**src/rtl/wse_pkg.sv**
```systemverilog
// Shared types and constants for the WS2812 SPI bit encoder.
// Used by the front classifier, the command queue, the serialiser and the top level.
`default_nettype none

package wse_pkg;

   // Reset values of the configuration registers.
   localparam logic [15:0] ZERO_CODE_RST   = 16'h7000;
   localparam logic [15:0] ONE_CODE_RST    = 16'h7F00;
   localparam logic [15:0] LATCH_WORD_RST  = 16'h00FF;
   localparam logic [4:0]  RESET_COUNT_RST = 5'd20;

   // Register indexes on the configuration port.
   localparam int unsigned  CSR_INDEX_W     = 2;
   localparam logic [1:0]   REG_ZERO_CODE   = 2'd0;
   localparam logic [1:0]   REG_ONE_CODE    = 2'd1;
   localparam logic [1:0]   REG_LATCH_WORD  = 2'd2;
   localparam logic [1:0]   REG_RESET_COUNT = 2'd3;

   // Request kinds carried on the input tuser.
   localparam logic REQ_PIXEL = 1'b0;
   localparam logic REQ_LATCH = 1'b1;

   // Words per pixel and the ceiling on latch words.
   localparam logic [4:0] BITS_PER_PIXEL = 5'd24;
   localparam logic [4:0] MAX_LATCH      = 5'd24;

   // One classified command, as queued between front and back.
   typedef struct packed {
      logic        is_latch;
      logic [23:0] bits;
      logic [4:0]  count;
   } cmd_type;

endpackage : wse_pkg

`default_nettype wire

```
**src/rtl/wse_front.sv**
```systemverilog
// Front end: accepts requests and turns them into serialiser commands.
// Depends on wse_pkg for the command type and constants.
`default_nettype none

module wse_front
   import wse_pkg::*;
(
   input  wire logic        req_tvalid,
   output      logic        req_tready,
   input  wire logic [15:0] req_tdata,
   input  wire logic        req_tuser,
   input  wire logic [4:0]  reset_count,
   input  wire logic        queue_full,
   output      logic        push,
   output      cmd_type     push_cmd
);

   logic [7:0] green;
   logic [7:0] red;
   logic [7:0] blue;
   logic [4:0] latch_count;

   // Channels are widened by placing them in the top bits of a byte.
   assign green = {req_tdata[10:5], 2'b00};
   assign red   = {req_tdata[15:11], 3'b000};
   assign blue  = {req_tdata[4:0], 3'b000};

   always_comb begin
      if (reset_count == 5'd0) begin
         latch_count = 5'd1;
      end else if (reset_count > MAX_LATCH) begin
         latch_count = MAX_LATCH;
      end else begin
         latch_count = reset_count;
      end
   end

   assign req_tready = !queue_full;
   assign push       = req_tvalid && !queue_full;

   always_comb begin
      push_cmd.is_latch = (req_tuser == REQ_LATCH);
      push_cmd.bits     = {green, red, blue};
      push_cmd.count    = (req_tuser == REQ_LATCH) ? latch_count : BITS_PER_PIXEL;
   end

endmodule : wse_front

`default_nettype wire

```
**src/rtl/wse_queue.sv**
```systemverilog
// Short command queue between the front end and the serialiser.
// Depends on wse_pkg for the command type.
`default_nettype none

module wse_queue
   import wse_pkg::*;
#(
   parameter int unsigned DEPTH = 2
) (
   input  wire logic    clock,
   input  wire logic    reset,
   input  wire logic    push,
   input  wire cmd_type push_cmd,
   output      logic    full,
   output      logic    not_empty,
   input  wire logic    pop,
   output      cmd_type head_cmd
);

   localparam int unsigned PtrW = $clog2(DEPTH);
   localparam int unsigned CntW = $clog2(DEPTH + 1);

   cmd_type          entry_ff [DEPTH];
   logic [PtrW-1:0]  wr_ptr_ff;
   logic [PtrW-1:0]  wr_ptr_in;
   logic [PtrW-1:0]  rd_ptr_ff;
   logic [PtrW-1:0]  rd_ptr_in;
   logic [CntW-1:0]  count_ff;
   logic [CntW-1:0]  count_in;

   assign full      = (count_ff == CntW'(DEPTH));
   assign not_empty = (count_ff != '0);
   assign head_cmd  = entry_ff[rd_ptr_ff];

   always_comb begin
      wr_ptr_in = wr_ptr_ff;
      rd_ptr_in = rd_ptr_ff;
      count_in  = count_ff;
      if (push) begin
         wr_ptr_in = (wr_ptr_ff == PtrW'(DEPTH - 1)) ? '0 : wr_ptr_ff + 1'b1;
      end
      if (pop) begin
         rd_ptr_in = (rd_ptr_ff == PtrW'(DEPTH - 1)) ? '0 : rd_ptr_ff + 1'b1;
      end
      if (push && !pop) begin
         count_in = count_ff + 1'b1;
      end else if (pop && !push) begin
         count_in = count_ff - 1'b1;
      end
   end

   always_ff @(posedge clock) begin
      if (reset) begin
         wr_ptr_ff <= '0;
         rd_ptr_ff <= '0;
         count_ff  <= '0;
      end else begin
         wr_ptr_ff <= wr_ptr_in;
         rd_ptr_ff <= rd_ptr_in;
         count_ff  <= count_in;
      end
   end

   always_ff @(posedge clock) begin
      if (push) begin
         entry_ff[wr_ptr_ff] <= push_cmd;
      end
   end

   // The fill level never goes beyond the number of entries.
   a_count_bound : assert property (@(posedge clock) disable iff (reset)
      count_ff <= CntW'(DEPTH))
      else $error("queue fill level exceeds depth");

   // The serialiser only takes a command that is present.
   a_no_pop_empty : assert property (@(posedge clock) disable iff (reset)
      pop |-> not_empty)
      else $error("queue popped while empty");

endmodule : wse_queue

`default_nettype wire

```
**src/rtl/wse_back.sv**
```systemverilog
// Back end: serialises queued commands into SPI half-words behind an output register.
// Depends on wse_pkg for the command type.
`default_nettype none

module wse_back
   import wse_pkg::*;
(
   input  wire logic        clock,
   input  wire logic        reset,
   input  wire logic        cmd_valid,
   input  wire cmd_type     cmd,
   output      logic        pop,
   input  wire logic [15:0] zero_code,
   input  wire logic [15:0] one_code,
   input  wire logic [15:0] latch_word,
   output      logic        rsp_tvalid,
   input  wire logic        rsp_tready,
   output      logic [15:0] rsp_tdata,
   output      logic        rsp_tlast
);

   logic        active_ff;
   logic        active_in;
   logic        is_latch_ff;
   logic        is_latch_in;
   logic [23:0] shift_ff;
   logic [23:0] shift_in;
   logic [4:0]  remaining_ff;
   logic [4:0]  remaining_in;
   logic        rsp_valid_ff;
   logic        rsp_valid_in;
   logic [15:0] rsp_data_ff;
   logic [15:0] rsp_data_in;
   logic        rsp_last_ff;
   logic        rsp_last_in;
   logic        word_fire;
   logic        finishing;

   // An active command loads a word whenever the output register is free or drains.
   assign word_fire = active_ff && (!rsp_valid_ff || rsp_tready);
   assign finishing = word_fire && (remaining_ff == 5'd1);
   assign pop       = cmd_valid && (!active_ff || finishing);

   always_comb begin
      active_in    = active_ff;
      is_latch_in  = is_latch_ff;
      shift_in     = shift_ff;
      remaining_in = remaining_ff;
      if (pop) begin
         active_in    = 1'b1;
         is_latch_in  = cmd.is_latch;
         shift_in     = cmd.bits;
         remaining_in = cmd.count;
      end else if (word_fire) begin
         active_in    = !finishing;
         shift_in     = {shift_ff[22:0], 1'b0};
         remaining_in = remaining_ff - 5'd1;
      end
   end

   always_comb begin
      rsp_valid_in = rsp_valid_ff && !rsp_tready;
      rsp_data_in  = rsp_data_ff;
      rsp_last_in  = rsp_last_ff;
      if (word_fire) begin
         rsp_valid_in = 1'b1;
         if (is_latch_ff) begin
            rsp_data_in = latch_word;
         end else begin
            rsp_data_in = shift_ff[23] ? one_code : zero_code;
         end
         rsp_last_in = (remaining_ff == 5'd1);
      end
   end

   always_ff @(posedge clock) begin
      if (reset) begin
         active_ff    <= 1'b0;
         rsp_valid_ff <= 1'b0;
      end else begin
         active_ff    <= active_in;
         rsp_valid_ff <= rsp_valid_in;
      end
   end

   always_ff @(posedge clock) begin
      is_latch_ff  <= is_latch_in;
      shift_ff     <= shift_in;
      remaining_ff <= remaining_in;
      rsp_data_ff  <= rsp_data_in;
      rsp_last_ff  <= rsp_last_in;
   end

   assign rsp_tvalid = rsp_valid_ff;
   assign rsp_tdata  = rsp_data_ff;
   assign rsp_tlast  = rsp_last_ff;

   // While a command is being worked on, its word count is never spent or oversized.
   a_remaining_range : assert property (@(posedge clock) disable iff (reset)
      active_ff |-> (remaining_ff != 5'd0) && (remaining_ff <= MAX_LATCH))
      else $error("word count out of range while active");

   // The serialiser goes idle only after loading the final word of a command.
   a_idle_after_last : assert property (@(posedge clock) disable iff (reset)
      (!$past(reset) && $fell(active_ff)) |-> (rsp_valid_ff && rsp_last_ff))
      else $error("serialiser went idle without a final word");

endmodule : wse_back

`default_nettype wire

```
**src/rtl/ws2812_spi_bit_encoder.sv**
```systemverilog
// Top level of the WS2812 SPI bit encoder: configuration registers and the
// front end, command queue and serialiser. Depends on wse_pkg and the wse_* modules.
`default_nettype none

// Channel   Direction  Payload
// req_*     in         tdata[15:0] = color (RGB565), tuser[0] = req_type
// rsp_*     out        tdata[15:0] = spi_word, tlast = last
// csr_*     in         index[1:0] = register, data[15:0] = value
//
// A pixel transaction produces 24 words at one word per cycle while rsp_tready is
// held high; an end-of-frame transaction produces 1 to 24 latch words. The
// serialiser's output register sets this rate.
// The queue lets the front end accept further transactions while the back end works,
// and a stalled rsp side holds its word while new commands keep queuing until the queue is full.
// Reset is synchronous and active high; it restores the register defaults and
// empties the queue and the output register.

module ws2812_spi_bit_encoder
   import wse_pkg::*;
#(
   parameter int unsigned QUEUE_DEPTH = 2
) (
   input  wire logic                   clock,
   input  wire logic                   reset,
   // Input channel.
   input  wire logic                   req_tvalid,
   output      logic                   req_tready,
   input  wire logic [15:0]            req_tdata,   // [15:0] color
   input  wire logic                   req_tuser,   // [0] req_type
   // Result channel.
   output      logic                   rsp_tvalid,
   input  wire logic                   rsp_tready,
   output      logic [15:0]            rsp_tdata,   // [15:0] spi_word
   output      logic                   rsp_tlast,
   // Configuration write channel.
   input  wire logic                   csr_valid,
   output      logic                   csr_ready,
   input  wire logic [CSR_INDEX_W-1:0] csr_index,
   input  wire logic [15:0]            csr_data
);

   logic [15:0] zero_code_ff;
   logic [15:0] one_code_ff;
   logic [15:0] latch_word_ff;
   logic [4:0]  reset_count_ff;
   logic        csr_write;
   logic        queue_full;
   logic        queue_not_empty;
   logic        push;
   logic        pop;
   cmd_type     push_cmd;
   cmd_type     head_cmd;

   // Register writes are always accepted; the host must write only while the block is idle, which is not checked.
   assign csr_ready = 1'b1;
   assign csr_write = csr_valid && csr_ready;

   always_ff @(posedge clock) begin
      if (reset) begin
         zero_code_ff   <= ZERO_CODE_RST;
         one_code_ff    <= ONE_CODE_RST;
         latch_word_ff  <= LATCH_WORD_RST;
         reset_count_ff <= RESET_COUNT_RST;
      end else if (csr_write) begin
         case (csr_index)
            REG_ZERO_CODE: begin
               zero_code_ff <= csr_data;
            end
            REG_ONE_CODE: begin
               one_code_ff <= csr_data;
            end
            REG_LATCH_WORD: begin
               latch_word_ff <= csr_data;
            end
            REG_RESET_COUNT: begin
               reset_count_ff <= csr_data[4:0];
            end
            default: begin
            end
         endcase
      end
   end

   // The front end classifies each transaction into a bit pattern or a latch run.
   wse_front u_front (
      .req_tvalid  (req_tvalid),
      .req_tready  (req_tready),
      .req_tdata   (req_tdata),
      .req_tuser   (req_tuser),
      .reset_count (reset_count_ff),
      .queue_full  (queue_full),
      .push        (push),
      .push_cmd    (push_cmd)
   );

   wse_queue #(
      .DEPTH (QUEUE_DEPTH)
   ) u_queue (
      .clock     (clock),
      .reset     (reset),
      .push      (push),
      .push_cmd  (push_cmd),
      .full      (queue_full),
      .not_empty (queue_not_empty),
      .pop       (pop),
      .head_cmd  (head_cmd)
   );

   // The back end picks up the next command in the cycle the current one finishes,
   // so consecutive transactions leave without a gap.
   wse_back u_back (
      .clock      (clock),
      .reset      (reset),
      .cmd_valid  (queue_not_empty),
      .cmd        (head_cmd),
      .pop        (pop),
      .zero_code  (zero_code_ff),
      .one_code   (one_code_ff),
      .latch_word (latch_word_ff),
      .rsp_tvalid (rsp_tvalid),
      .rsp_tready (rsp_tready),
      .rsp_tdata  (rsp_tdata),
      .rsp_tlast  (rsp_tlast)
   );

endmodule : ws2812_spi_bit_encoder

`default_nettype wire

```
**config.mk**
```make
export PLATFORM = sky130hd
export DESIGN_NAME = ws2812_spi_bit_encoder
export DESIGN_NICKNAME = d
export VERILOG_FILES = /design/src/rtl/wse_pkg.sv /design/src/rtl/wse_front.sv /design/src/rtl/wse_queue.sv /design/src/rtl/wse_back.sv /design/src/rtl/ws2812_spi_bit_encoder.sv
export SDC_FILE = /design/constraint.sdc
export NUM_CORES = 1
export LEC_CHECK = 0
export ABC_AREA = 1
export BUFFER_PORTS_ARGS = -buffer_cell sky130_fd_sc_hd__buf_2
export CORE_UTILIZATION = 62
export DETAILED_ROUTE_END_ITERATION = 6
export GPL_TIMING_DRIVEN = 0
export MAX_ROUTING_LAYER = met4
export PLACE_DENSITY_LB_ADDON = 0.05
export RECOVER_POWER = 100
export SYNTH_ARGS = -nofsm -noshare
export SYNTH_HDL_FRONTEND = slang
export SYNTH_SLANG_ARGS = --single-unit
```
**constraint.sdc**
```tcl
create_clock -name clock -period 5.2 [get_ports clock]
set_input_delay 0.78 -clock clock [delete_from_list [all_inputs] [get_ports clock]]
set_output_delay 0.78 -clock clock [all_outputs]
set_load 0.02 [all_outputs]
```
After elaboration in Yosys (flattened, before gate mapping)

Memory sizes are Yosys's and may differ from the RTL's. A register that Yosys moved wholly into a read port is not among the register bits.
Cells that the tools add are included.
W data, S select, Z words.

Input bits: 40
Register bits after elaboration: 106
Bits in writable memories: 44
Memories: 1

Memories:

| name             | depth | width | read ports | clocked after memory_dff | wr ports | RTL line        | RTL |
|---|---|---|---|---|---|---|---|
| u_queue.entry_ff | 2     | 22    | 1          | 1                        | 1        | wse_queue.sv:23 | `cmd_type entry_ff [DEPTH];` |

Muxes and demuxes: 20
Order comparisons: 1
Add/sub/neg operators: 5
Reductions and logical operators: 25
Eq/ne operators: 5

Operators by type and width:

| cell                  | count |
|---|---|
| $mux W24              | 2 |
| $mux W16              | 2 |
| $mux W5               | 5 |
| $mux W1               | 9 |
| $reduce_and A2 Y1     | 4 |
| $logic_and A1 B1 Y1   | 7 |
| $logic_not A1 Y1      | 7 |
| $eq A2 B2 Y1 const B  | 3 |
| $reduce_bool A2 Y1    | 3 |
| $eq A5 B1 Y1 const B  | 1 |
| $gt A5 B5 Y1 const B  | 1 |
| $logic_not A5 Y1      | 1 |
| $sub A5 B1 Y5 const B | 1 |
| $mux W2               | 2 |
| $add A1 B1 Y1 const B | 2 |
| $add A2 B1 Y2 const B | 1 |
| $eq A2 B1 Y1 const B  | 1 |
| $logic_not A2 Y1      | 1 |
| $logic_or A1 B1 Y1    | 2 |
| $sub A2 B1 Y2 const B | 1 |

Depth between registers and ports, before layout

Depth after elaboration: 9
Gate-level depth with buffers: 14
Depth with buffers taken out: 13

Cells and area by module

A second synthesis with hierarchy kept.

Cells, all modules: 728
Area, all modules: 7367.1 µm²

By module, submodules not included:

| module                 | cells each | instances | area each (µm²) |
|---|---|---|---|
| wse_queue              | 126        | 1         | 2512.4 |
| wse_back               | 249        | 1         | 2427.3 |
| ws2812_spi_bit_encoder | 309        | 1         | 2160.8 |
| wse_front              | 44         | 1         | 266.5 |

Least setup slack after synthesis

No wires, ideal clock.

Path kind: input to register
From: input rsp_tready
To: register u_back.remaining_ff[0] (enable)
Buffers on the path: 1
Stages: 7
Arrival: 1.898 ns
Library setup time: 0.383 ns
Path slack: 2.919 ns
Cell sequence: inv_1 nand2_1 nand3_1 nand2_2 nand2_2 buf_2 nand2_1

Word-level cells in the longest chain between the ends: 6

RTL lines:

| what                             | RTL line                     | RTL |
|---|---|---|
| from (decl)                      | ws2812_spi_bit_encoder.sv:32 | `input wire logic rsp_tready,` |
| $logic_or A1 B1 Y1 (*)           | wse_back.sv:40               | `assign word_fire = active_ff && (!rsp_valid_ff \|\| rsp_tready);` |
| $logic_and A1 B1 Y1 (*)          | wse_back.sv:40               |  |
| $logic_and A1 B1 Y1              | wse_back.sv:41               | `assign finishing = word_fire && (remaining_ff == 5'd1);` |
| $logic_or A1 B1 Y1               | wse_back.sv:42               | `assign pop = cmd_valid && (!active_ff \|\| finishing);` |
| $logic_and A1 B1 Y1              | wse_back.sv:42               |  |
| $reduce_bool A2 Y1 (no line) (*) | --                           |  |
| to (signal assigned)             | wse_back.sv:89               | `remaining_ff <= remaining_in;` |
| to (decl)                        | wse_back.sv:28               | `logic [4:0] remaining_ff;` |

Every way passes the cells marked *; elsewhere a longest branch is shown, timed or not.
A chain may end at the register's enable or synchronous reset.

Worst setup path in the final report

From: register u_back.remaining_ff[0]
To: register u_back.shift_ff[8] (enable)

Word-level cells in the longest chain between the ends: 5

RTL lines:

| what                         | RTL line       | RTL |
|---|---|---|
| $eq A5 B1 Y1                 | wse_back.sv:41 |  |
| $logic_and A1 B1 Y1          | wse_back.sv:41 |  |
| $logic_or A1 B1 Y1           | wse_back.sv:42 |  |
| $logic_and A1 B1 Y1          | wse_back.sv:42 |  |
| $reduce_bool A2 Y1 (no line) | --             |  |
| to (signal assigned)         | wse_back.sv:88 | `shift_ff <= shift_in;` |
| to (decl)                    | wse_back.sv:26 | `logic [23:0] shift_ff;` |

Every way passes these cells.

==> impl_metrics.tcl <==
set metrics [dict create \
    critPathMaxFanout 26 \
    root_buffer "clkbuf_8" \
    grt_max_degree 27 \
    worst-path-buf-inv 2 \
    drtIter0Drc 300 \
    maxCapViolCount 0 \
    start_kind "register" \
    final_area_um2 6680 \
    die_w_um 98.5 \
    crit_top_cell "nand2_1" \
    ant_nets 0 \
    grt_pass1_wl_mm 19.1 \
    syn_nets 591 \
    cts_resized 0 \
    antenna_found_initial 0 \
    failed_checks "DRC" \
    critPathTopFamily "simple AND/OR/NAND/NOR gates" \
    syn_inst 548 \
    finalHoldViolCount 0 \
    swShare 0.324 \
    hold_class "input port to register" \
    p_per_area_nw_per_um2 560 \
    cp_data_arrival_time_ns 2.75 \
    post_cts_buffers 0 \
    syn_to_final_growth_pct 15.6 \
    ys.flop_type "edfxtp_1" \
    clock_path_buffers 2 \
    routed_wl_mm 11.6 \
    drive_above_1_share 0.109 \
    yosys_warnings 0 \
    crit_required_ns 5.21 \
    max_freq_mhz 364 \
    rows 34 \
    worstMarginPinSlew_ns 1.11 \
    holdBufCountCts 0 \
    core-area_um2 8890 \
    setup_viol 0 \
    ys_seq_area_frac 0.665 \
    htree_num_levels 4 \
    vias 4083 \
    slowest_delay_ns 0.75 \
    io_pins 60 \
    diodes 0 \
    cts_tree "built" \
    ys_top_cells_by_area "edfxtp_1 46%, dfxtp_1 21%, nand2_1 6.4%" \
    yosys.area.top_type "edfxtp_1" \
    initial_utilization 0.650 \
    fp.dieArea_um2 9710 \
    dpl_cell_area_um2 6240 \
    synth-seq-cells 148 \
    hpwl_mm 7.72 \
    die_y_um 98.5 \
    synth_edf_count 88 \
    clock_sinks 148 \
    p_int_mw 2.53 \
    clk_latency_ns 0.52 \
    rsz0062_at_grt "false" \
    synth_area_per_cell_um2 10.5 \
    drtPass1Iterations 7 \
    min_period_over_period 0.528 \
    yosysUniqueCellTypes 28 \
    slew_headroom 0.256 \
    nFillCells 630 \
    grtUsageTotal 0.268 \
    avgRoutedWirePerCell_um 15.5 \
    place.gp.congestion 0.856 \
    drc 4 \
    combPwrFrac 0.246 \
    outcome "finished with violations" \
    grt-ovfl-total 0 \
    via_per_inst 5.46 \
    fin_crit_ns 2.74 \
    power.leakage_nw 2.70 \
    nNetsFinal 670 \
    seqPwrFrac 0.461 \
    netlist.area_leader.share 0.457 \
    cts_buffers 17 \
    cp-end-kind "register" \
    drv_slew 0 \
    power.clock.fraction 0.293 \
    crit_path_cell_trace "ha_1 > inv_1 > nor2_1 > nand3_1 > nand2_1 > nand2_1 > clkbuf_1 > nand2_1" \
    async_reset_ff_frac 0 \
    clk_pin_slew_ns 0.06 \
    synth_most_common_cell "nand2_1" \
    portBuffers 58 \
    grt_pass1_vias 4012 \
    syn_area_um2 5780 \
    fin_skew_ns 0.00794 \
    yosys-top-cells-count "99 x nand2_1, 88 x edfxtp_1, 60 x dfxtp_1, 58 x nor2_1, 54 x o21ai_0" \
    tns_ns 0 \
    p_sw_mw 1.21 \
    critPathSlowestCell "nand2_1" \
    crit_type "register to register" \
    vdd_drop_max_mv 0.299 \
]
## sequential cells by signal, summed over array words and instances, names as in the netlist, named ones only
signal / count
u_back.rsp_tvalid: 1
u_back.active_ff: 1
u_queue.count_ff: 2
u_queue.rd_ptr_ff: 1
u_back.rsp_tlast: 1
u_back.is_latch_ff: 1
u_back.shift_ff: 21
zero_code_ff: 16
u_back.remaining_ff: 5
u_queue.entry_ff: 44
one_code_ff: 16
u_queue.wr_ptr_ff: 1
u_back.rsp_tdata: 16
reset_count_ff: 5
latch_word_ff: 16
## final cells by class
type	instances	area, µm²	share of cell area
Clock inverter	10	72.6	0.0109
Clock buffer	22	464	0.0695
Inverter	51	191	0.0287
Sequential cell	148	3840	0.575
Tap cell	108	135	0.0202
Timing Repair Buffer	60	263	0.0393
Multi-Input combinational cell	324	1600	0.239
Buffer	25	114	0.0170
## placed cells by master (no fill, tap or decap), types with 2 or more instances in the layout
cell type	count
xnor2_1	2
inv_4	2
nand2_1	102
clkinv_4	3
inv_1	50
clkinvlp_4	2
mux2i_1	20
clkbuf_8	2
a21oi_1	17
o211ai_1	9
nor2_1	58
clkinv_2	2
dfxtp_1	60
clkbuf_1	50
clkbuf_16	17
ha_1	3
o21ai_0	78
a21oi_2	2
buf_4	2
edfxtp_1	88
o21ai_1	13
nand3_1	12
buf_2	34
## power by group through the flow
stage / Clock (mW) / Sequential, mW / Combinational, mW
2_1_floorplan: 0 / 1.78 / 0.618
3_5_place_dp: 0 / 1.74 / 0.961
3_3_place_gp: 0 / 1.73 / 0.922
4_1_cts: 1.10 / 1.72 / 0.973
6_report: 1.10 / 1.72 / 0.920
5_1_grt: 1.15 / 1.75 / 1.03
## per-stage QoR
| step | total power [mW] | setup WS [ns] | utilization | hold WS, ns | instances |
|---|---|---|---|---|---|
| 2_1_floorplan | 2.40 | 2.92 | - | 0.424 | 548 |
| 3_3_place_gp | 2.66 | 2.33 | 0.698 | 0.433 | 714 |
| 3_5_place_dp | 2.71 | 2.39 | 0.702 | 0.437 | 716 |
| 4_1_cts | 3.80 | 2.69 | 0.762 | 0.433 | 748 |
| 5_1_grt | 3.93 | 2.23 | 0.751 | 0.435 | 748 |
| 6_report | 3.74 | 2.46 | 0.751 | 0.446 | 748 |
## worst register-to-register path, delay by kind of cell (launching register included)
| family | cells | cell delay (ns) |
|---|---|---|
| adder cells (fa/ha/maj) | 1 | 0.21 |
| AND/OR/NAND/NOR | 5 | 1.18 |
| flip-flops | 1 | 0.40 |
| buffers and inverters | 2 | 0.44 |
## worst paths after layout
kind | start | to | slack (ns) | cells after the start
worst max-delay path | u_back.remaining_ff[0] | u_back.shift_ff[8] | 2.46 | 8
worst min-delay path | req_tdata[9] | u_queue.entry_ff[0][19] | 0.45 | 1
worst min register to register | one_code_ff[1] | one_code_ff[1] | 0.45 | 2
worst max register to register | u_back.remaining_ff[0] | u_back.shift_ff[8] | 2.46 | 8
## logic make-up (layout without fill, tap and decap cells)
family,Yosys count,in the layout,synth area share
xor+xnor,3,3,0.00455
simple gates,176,176,0.123
other cells,1,1,0.000649
buf+inv,76,168,0.0554
mux,20,20,0.0346
compound gates,121,121,0.110
flops,148,148,0.665
fa+ha+maj,3,3,0.00650
## routing by layer
metal  share of wire  global-route usage  up-vias
li1                -                   -     2007
met1            0.44               0.348     1906
met2            0.48               0.425      149
met3           0.069              0.0525       21
met4           0.015              0.0953        0
met5               0                   -        -
No activity file was read; power rests on OpenSTA's default activity.
